--- config.mk ---
export PLATFORM = sky130hd
export DESIGN_NAME = grouped_max_manhattan_distance_unit
export DESIGN_NICKNAME = d
export VERILOG_FILES = /design/src/design/gmmd_pkg.sv /design/src/design/grouped_max_manhattan_distance_unit.sv
export SDC_FILE = /design/constraint.sdc
export NUM_CORES = 2
export LEC_CHECK = 0
export ABC_AREA = 1
export BUFFER_PORTS_ARGS = -buffer_cell sky130_fd_sc_hd__clkbuf_2
export CAP_MARGIN = 25
export CORE_UTILIZATION = 35
export CTS_CLUSTER_DIAMETER = 50
export CTS_CLUSTER_SIZE = 14
export DETAILED_ROUTE_END_ITERATION = 7
export HOLD_SLACK_MARGIN = 0.1
export MAX_ROUTING_LAYER = met4
export SLEW_MARGIN = 20
export SYNTH_ARGS = -nofsm -noshare
export SYNTH_HDL_FRONTEND = slang
export SYNTH_SLANG_ARGS = --single-unit
--- constraint.sdc ---
create_clock -name clk -period 12.58 [get_ports clk]
set_clock_uncertainty 0.15 [all_clocks]
set_input_delay 0.629 -clock clk [delete_from_list [all_inputs] [get_ports clk]]
set_output_delay 0.629 -clock clk [all_outputs]
set_load 0.05 [all_outputs]
--- src/design/gmmd_pkg.sv ---
// package for the grouped maximum manhattan distance unit
// holds the payload structs and shared constants, no dependencies
package gmmd_pkg;

  localparam int INDEX_BITS_DEF = 16;
  localparam int VALUE_BITS_DEF = 32;
  localparam int MASK_COUNT     = 8;
  localparam int OUT_BITS       = 34;

  typedef struct packed {
    logic        [15:0] row_index;
    logic signed [31:0] first_value;
    logic signed [31:0] second_value;
    logic               group_last;
    logic               set_last;
  } gmmd_in_t;

  typedef struct packed {
    logic [OUT_BITS-1:0] group_diameter;
    logic [OUT_BITS-1:0] best_so_far;
    logic                set_done;
  } gmmd_out_t;

endpackage

--- src/design/grouped_max_manhattan_distance_unit.sv ---
// Grouped maximum Manhattan distance over a stream of 3-D points. Takes one point per
// cycle; throughput is one word per clock as long as results are taken, and a group's
// result passes the sum, extreme, spread and diameter registers to the output register.
// The 8-mask extreme registers and the set best are the only loops (one
// three-input add per mask ahead of the extremes, one compare-and-select inside each),
// so nothing limits the rate below one point per cycle. in_stall rises only when a
// result is ready to leave and the output register still holds an untaken result.
// depends on gmmd_pkg

module grouped_max_manhattan_distance_unit #(
  parameter int INDEX_BITS = gmmd_pkg::INDEX_BITS_DEF,
  parameter int VALUE_BITS = gmmd_pkg::VALUE_BITS_DEF
) (
  input  logic               clk,
  input  logic               rst_n,
  input  logic               in_valid,
  output logic               in_stall,
  input  gmmd_pkg::gmmd_in_t in_data,
  output logic               out_valid,
  input  logic               out_stall,
  output gmmd_pkg::gmmd_out_t out_data
);
  import gmmd_pkg::*;

  localparam int OPND_W = (INDEX_BITS + 1 > VALUE_BITS) ? INDEX_BITS + 1 : VALUE_BITS;
  localparam int SUM_W  = OPND_W + 2;
  localparam int DIFF_W = SUM_W + 1;
  localparam int WIDE_W = (DIFF_W > OUT_BITS) ? DIFF_W : OUT_BITS;

  typedef logic signed [SUM_W-1:0] sum_t;
  typedef logic [DIFF_W-1:0]       diff_t;

  logic adv;

  // stage 1: input register
  logic     s1_v_r;
  gmmd_in_t s1_pt_r;

  // stage 2: mask sums
  logic s2_v_r, s2_gend_r, s2_send_r;
  sum_t s2_sum_r [MASK_COUNT];
  sum_t sum_nxt  [MASK_COUNT];

  // stage 3: running extremes of the open group
  logic s3_v_r, s3_send_r, empty_r;
  sum_t max_r [MASK_COUNT];
  sum_t min_r [MASK_COUNT];
  sum_t max_nxt [MASK_COUNT];
  sum_t min_nxt [MASK_COUNT];

  // stage 4: spread per mask
  logic  s4_v_r, s4_send_r;
  diff_t s4_diff_r [MASK_COUNT];

  // stage 5: diameter
  logic                s5_v_r, s5_send_r;
  logic [OUT_BITS-1:0] s5_diam_r;
  diff_t               lvl1 [4];
  diff_t               lvl2 [2];
  diff_t               lvl3;
  logic [WIDE_W-1:0]   diam_wide;
  logic [OUT_BITS-1:0] diam_sat;

  // output stage
  logic                out_valid_r;
  gmmd_out_t           out_data_r;
  logic [OUT_BITS-1:0] best_r;
  logic [OUT_BITS-1:0] best_nxt;

  logic [INDEX_BITS-1:0]        row_lo;
  logic signed [VALUE_BITS-1:0] a_lo, b_lo;
  sum_t                         r_ext, a_ext, b_ext;

  // only a finished result blocked by a full output register holds the pipe
  assign adv      = !(s5_v_r && out_valid_r && out_stall);
  assign in_stall = !adv;

  always_ff @(posedge clk) begin
    if (!rst_n) begin
      s1_v_r <= 1'b0;
    end else if (adv) begin
      s1_v_r <= in_valid;
    end
    if (adv && in_valid) begin
      s1_pt_r <= in_data;
    end
  end

  always_comb begin
    row_lo = INDEX_BITS'(s1_pt_r.row_index);
    a_lo   = VALUE_BITS'(s1_pt_r.first_value);
    b_lo   = VALUE_BITS'(s1_pt_r.second_value);
    r_ext  = sum_t'({1'b0, row_lo});
    a_ext  = sum_t'(a_lo);
    b_ext  = sum_t'(b_lo);
    // bit 0 negates row, bit 1 the first value, bit 2 the second value
    for (int k = 0; k < MASK_COUNT; k++) begin
      sum_nxt[k] = (k[0] ? -r_ext : r_ext) + (k[1] ? -a_ext : a_ext)
                 + (k[2] ? -b_ext : b_ext);
    end
  end

  always_ff @(posedge clk) begin
    if (!rst_n) begin
      s2_v_r <= 1'b0;
    end else if (adv) begin
      s2_v_r <= s1_v_r;
    end
    if (adv && s1_v_r) begin
      s2_sum_r  <= sum_nxt;
      s2_gend_r <= s1_pt_r.group_last || s1_pt_r.set_last;
      s2_send_r <= s1_pt_r.set_last;
    end
  end

  // first point of a group loads both extremes
  always_comb begin
    for (int k = 0; k < MASK_COUNT; k++) begin
      max_nxt[k] = (empty_r || s2_sum_r[k] > max_r[k]) ? s2_sum_r[k] : max_r[k];
      min_nxt[k] = (empty_r || s2_sum_r[k] < min_r[k]) ? s2_sum_r[k] : min_r[k];
    end
  end

  always_ff @(posedge clk) begin
    if (!rst_n) begin
      s3_v_r  <= 1'b0;
      empty_r <= 1'b1;
    end else if (adv) begin
      s3_v_r <= s2_v_r && s2_gend_r;
      if (s2_v_r) begin
        empty_r <= s2_gend_r;
      end
    end
    if (adv && s2_v_r) begin
      max_r     <= max_nxt;
      min_r     <= min_nxt;
      s3_send_r <= s2_send_r;
    end
  end

  always_ff @(posedge clk) begin
    if (!rst_n) begin
      s4_v_r <= 1'b0;
    end else if (adv) begin
      s4_v_r <= s3_v_r;
    end
    if (adv && s3_v_r) begin
      for (int k = 0; k < MASK_COUNT; k++) begin
        s4_diff_r[k] <= diff_t'(DIFF_W'(max_r[k]) - DIFF_W'(min_r[k]));
      end
      s4_send_r <= s3_send_r;
    end
  end

  // three-level max tree, then clamp to the result width
  always_comb begin
    for (int i = 0; i < 4; i++) begin
      lvl1[i] = (s4_diff_r[2*i] > s4_diff_r[2*i+1]) ? s4_diff_r[2*i] : s4_diff_r[2*i+1];
    end
    for (int i = 0; i < 2; i++) begin
      lvl2[i] = (lvl1[2*i] > lvl1[2*i+1]) ? lvl1[2*i] : lvl1[2*i+1];
    end
    lvl3      = (lvl2[0] > lvl2[1]) ? lvl2[0] : lvl2[1];
    diam_wide = WIDE_W'(lvl3);
    diam_sat  = (diam_wide > WIDE_W'({OUT_BITS{1'b1}})) ? {OUT_BITS{1'b1}}
                                                       : diam_wide[OUT_BITS-1:0];
  end

  always_ff @(posedge clk) begin
    if (!rst_n) begin
      s5_v_r <= 1'b0;
    end else if (adv) begin
      s5_v_r <= s4_v_r;
    end
    if (adv && s4_v_r) begin
      s5_diam_r <= diam_sat;
      s5_send_r <= s4_send_r;
    end
  end

  assign best_nxt = (s5_diam_r > best_r) ? s5_diam_r : best_r;

  always_ff @(posedge clk) begin
    if (!rst_n) begin
      out_valid_r <= 1'b0;
      best_r      <= '0;
    end else if (adv && s5_v_r) begin
      out_valid_r <= 1'b1;
      best_r      <= s5_send_r ? '0 : best_nxt;
    end else if (!out_stall) begin
      out_valid_r <= 1'b0;
    end
    if (adv && s5_v_r) begin
      out_data_r.group_diameter <= s5_diam_r;
      out_data_r.best_so_far    <= best_nxt;
      out_data_r.set_done       <= s5_send_r;
    end
  end

  assign out_valid = out_valid_r;
  assign out_data  = out_data_r;

endmodule

=== Word-level counts from Yosys, hierarchy flattened ===
Memory sizes are Yosys's and may differ from the RTL's.
Index checks and enable logic that the tools add are counted.

* Reductions and logical operators: 44
* Bitwise operators: 1
* $add $sub $neg: 23
* Equality and inequality tests: 1
* $lt $le $gt $ge: 25
* Muxes and demuxes: 13

{| class="wikitable"
|+ Operator list
! cell !! number
|-
| 34-bit > comparator || 9
|-
| 34-bit by 34-bit subtractor with 35-bit output || 8
|-
| 34-bit < comparator || 8
|-
| 35-bit > comparator || 7
|-
| 35-bit two-way mux || 7
|-
| 34-bit by 32-bit adder with 34-bit output || 4
|-
| 34-bit adder || 4
|-
| 34-bit two-way mux || 2
|-
| 32-bit negator with 34-bit output || 2
|-
| 35-bit by 34-bit > comparator with 1-bit output (second input constant) || 1
|-
| 17-bit by 34-bit adder with 34-bit output || 1
|-
| 33-bit by 32-bit adder with 34-bit output || 1
|-
| 33-bit by 34-bit adder with 34-bit output || 1
|-
| 16-bit negator with 34-bit output || 1
|-
| 2-bit AND reduction || 17
|-
| 17-bit by 32-bit adder with 33-bit output || 1
|-
| 1-bit logical OR || 17
|-
| 1-bit logical AND || 9
|-
| 1-bit two-way mux || 4
|-
| 2-bit by 1-bit inequality test with 1-bit output (second input constant) || 1
|-
| 1-bit zero test || 1
|-
| 1-bit NOT || 1
|}

* Register bits after elaboration: 1047
* Logic and storage cells: 154
* Bits in writable memories: 280
* Output and inout bits: 71
* Memories: 1

{| class="wikitable"
|+ Memories
! memory !! depth !! bits a word !! rd ports !! clocked after Yosys merged registers in !! write ports !! line !! source
|-
| s4_diff_r || 8 || 35 || 8 || 0 || 8 || grouped_max_manhattan_distance_unit.sv:53 || <nowiki>diff_t s4_diff_r [MASK_COUNT];</nowiki>
|}

=== Logic depth before layout (Yosys ltp) ===
An unclocked memory read counts as a cell.

* Depth in word-level cells: 8
* Gate-level depth with buffers: 43
* Gate-level depth less buffers: 40

=== Least setup slack after synthesis ===
No wires, ideal clock.

* Path type: in2reg
* Start point: input out_stall
* End point: memory s4_diff_r[0][0] (netlist bit) (enable)
* Data arrival time: 6.687 ns
* Library setup time: 0.632 ns
* Cell stages on the path: 5
* Setup slack: 5.111 ns
* Required time: 11.798 ns
* Path buffers: 0
* Path through: nand2_1 > nor2_1 > inv_1 > nand2_1 > inv_1

{| class="wikitable"
|+ RTL lines
! what !! line !! source
|-
| start, declared || grouped_max_manhattan_distance_unit.sv:20 || <nowiki>input logic out_stall,</nowiki>
|-
| end, declared || grouped_max_manhattan_distance_unit.sv:53 ||
|}

==> results.ini <==
[critical_path]
path_delay_family=simple AND/OR/NAND/NOR gates
reg2reg_depth=34
slowest_delay_ps=680
critPathLaunchType=register
crit_top_cell=nand2_1
critPathArrivalTime_ps=9510
worst_setup_path_end_kind=register
reg2reg_from=s4_diff_r[0][10]$_DFFE_PP_
cp-startpoint=s4_diff_r[0][10]$_DFFE_PP_
regToRegSetupSlack_ps=3480
path_buf_inv=3
crit_slowest_cell=inv_2
cp_max_fo=36
critPathRequiredTime_ps=12990
crit_type=register to register
cp.depth=34

[run]
max_cap_viol_count=0

[grt]
antenna_found_initial=38
grt_max_degree=145
grt_pass1_vias=83900
grt-ovfl-total=0
grt_pass1_wl_um=569000
grt_use_total=0.270

[yosys]
syn_avg_cell_area_sq_um=8.50
ys_seq_area_frac=0.380
netlist_instances=12100
synth-seq-cells=1320
synthDistinctLibCells=60
synth_top_area_cell=edfxtp_1
yosysWarnings=0
syn-cell-area_sq_um=103000
synth.top_cell.area_share=0.372
synthTopCellsByArea=edfxtp_1 (37%), ha_1 (18%), nand2_1 (8.4%)
synth-main-ff-cell=edfxtp_1
syn-num-nets=13700
async_reset_ff_frac=0
synth_edf_count=1279

[clock_tree]
clk_pin_slew_worst_paths_ps=60
holdBufCountCts=85
cts-root-buf=clkbuf_16
post_cts.repair.setup_buffers=0
cts-resized-gates=0
h-tree-depth=4
cts_made_buffers=188
clockBufferDepth=4
cts_tree=yes
cts_sinks=1320
clk_latency_ps=940

[sta]
post-route-min-period_ps=9100
setup_viol=0
period_share=0.723
rsz0062_at_grt=false
max_freq_ghz=0.110
drv_slew=0
fin_setup_tns_ps=0
finalHoldViolCount=0
max_slew_margin=0.142
worst_slew_pin_slew_ps=1280

[power_and_ir_drop]
seq_power_share=0.331
clkPwrFrac=0.316
p_sw_mw=7.03
power.leakage_nw=52.6
ir_drop_mv=0.122
p_sw_frac=0.399
p_comb_frac=0.353
power_density_nw_per_um2=150
p_int_mw=10.6

[floorplanning]
die-area_sq_um=297000
fp.coreArea_sq_um=292000
rows=198
num_io_pins=157
die_w_um=545
die_h_um=545
start_util=0.353

[drt]
dr.pass1.iters=8
vias=88800
drc=2
via_per_inst=5.33
first_iter_violations=8470
drt-total-wl_um=397000
wl_per_cell_um=23.8
antenna_left=0

[run_status]
status=complete, but fails checks
violations=DRC

[hold_path]
whs_path_depth=0
hp-start=s2_send_r$_DFFE_PP_
min_path_type=register to register

[layout]
syn2layout_area_growth_pct=13.5
nets=14100
final_cell_area_sq_um=117000
drive_above_1_share=0.0584
fill_cells=29500

[placement]
portBuffers=156
gp_congestion=1.06
place_hpwl_um=334000
place_area_sq_um=110000

## stage by stage
stage,hold WS [ps],total power [mW],cells,utilization,setup WS [ps]
floorplan,250,9.43,12100,-,5110
global placement,252,11.9,16200,0.375,3680
detailed placement,255,11.9,16200,0.375,3610
CTS,242,17.5,16600,0.400,3610
global route,277,18.3,16700,0.401,2910
finish,262,17.6,16700,0.401,3480
## power groups by stage
stage,Combinational [mW],Sequential (mW),Clock (mW)
floorplan,3.69,5.73,0
global placement,6.03,5.90,0
detailed placement,6.03,5.91,0
CTS,6.07,5.82,5.64
global route,6.69,5.86,5.79
finish,6.21,5.83,5.55
## cell families after synthesis
kind of cell               synth area share
AOI/OAI and AO/OA                     0.123
xor gates and xnor gates             0.0552
adders and majority gates             0.179
buffers and inverters                0.0683
DFF                                   0.380
and+or+nand+nor                       0.194
## cell usage in the layout (no fill, tap or decap), drive strengths merged, types with 128 or more instances in the layout
master  Yosys  routed
nor3      152     152
a21oi    1214    1214
xnor2     178     178
nand2    2324    2324
xor2      469     469
ha       1443    1443
clkbuf     33     353
o21ai     552     552
nand3     791     791
a21o      128     128
nor2      829     829
inv      1754    1819
edfxtp   1279    1279
nand4     214     214
## layer usage
| metal | track usage | part of all wire | vias to the layer above |
|---|---|---|---|
| met5 | - | 0 | - |
| met1 | 0.361 | 0.45 | 41800 |
| li1 | - | - | 43000 |
| met3 | 0.0485 | 0.078 | 643 |
| met2 | 0.394 | 0.42 | 3372 |
| met4 | 0.128 | 0.055 | 0 |
## final cells by class
class / instances / area (sq um) / share of cell area
clock buffer: 197 / 4790 / 0.0409
tap: 3900 / 4880 / 0.0417
inverter: 1758 / 6620 / 0.0565
multi-input combinational: 8963 / 57100 / 0.488
clock inverter: 146 / 1790 / 0.0153
sequential: 1320 / 39200 / 0.335
antenna: 30 / 75.1 / 0.000641
timing repair buffer: 361 / 2560 / 0.0218
## flip-flops by register name, indices dropped and copies added (netlist names), 2 cells and up
| signal | flops |
|---|---|
| s4_diff_r | 280 |
| max_r | 272 |
| min_r | 272 |
| s2_sum_r | 265 |
| out_data | 69 |
| best_r | 34 |
| s5_diam_r | 34 |
| a_lo | 32 |
| b_lo | 32 |
| row_lo | 16 |
| s1_pt_r | 2 |
## Yosys cell counts (4+ instances only)
library cell  count
nand2_1        2299
inv_1          1750
ha_1           1443
edfxtp_1       1279
a21oi_1        1213
nor2_1          794
nand3_1         785
o21ai_0         537
xor2_1          467
nand4_1         214
xnor2_1         178
nor3_1          146
a21o_1          128
and2_1          106
nor4_1           91
o21bai_1         89
nand3b_1         65
a31oi_1          61
o211ai_1         59
o21a_1           53
dfxtp_1          41
a21boi_0         35
clkbuf_1         33
buf_2            32
nand2_2          22
nor2_2           22
fa_1             20
o221a_2          17
a2111oi_0        15
buf_4            15
o21ai_1          14
a211oi_1         11
nor2_4           11
o2111ai_1        11
o221ai_1          8
buf_1             6
nor3_2            6
o31ai_1           6
o2111a_1          5
clkinv_1          4
inv_2             4
nand3_2           4
or2_2             4
## path summary, 6_finish.rpt
check / endpoint
max: s5_diam_r[14]$_SDFFCE_PN1P_
min reg2reg: s3_send_r$_DFFE_PP_
min: s3_send_r$_DFFE_PP_
max reg2reg: s5_diam_r[14]$_SDFFCE_PN1P_
No activity file was read; power rests on OpenSTA's default activity.
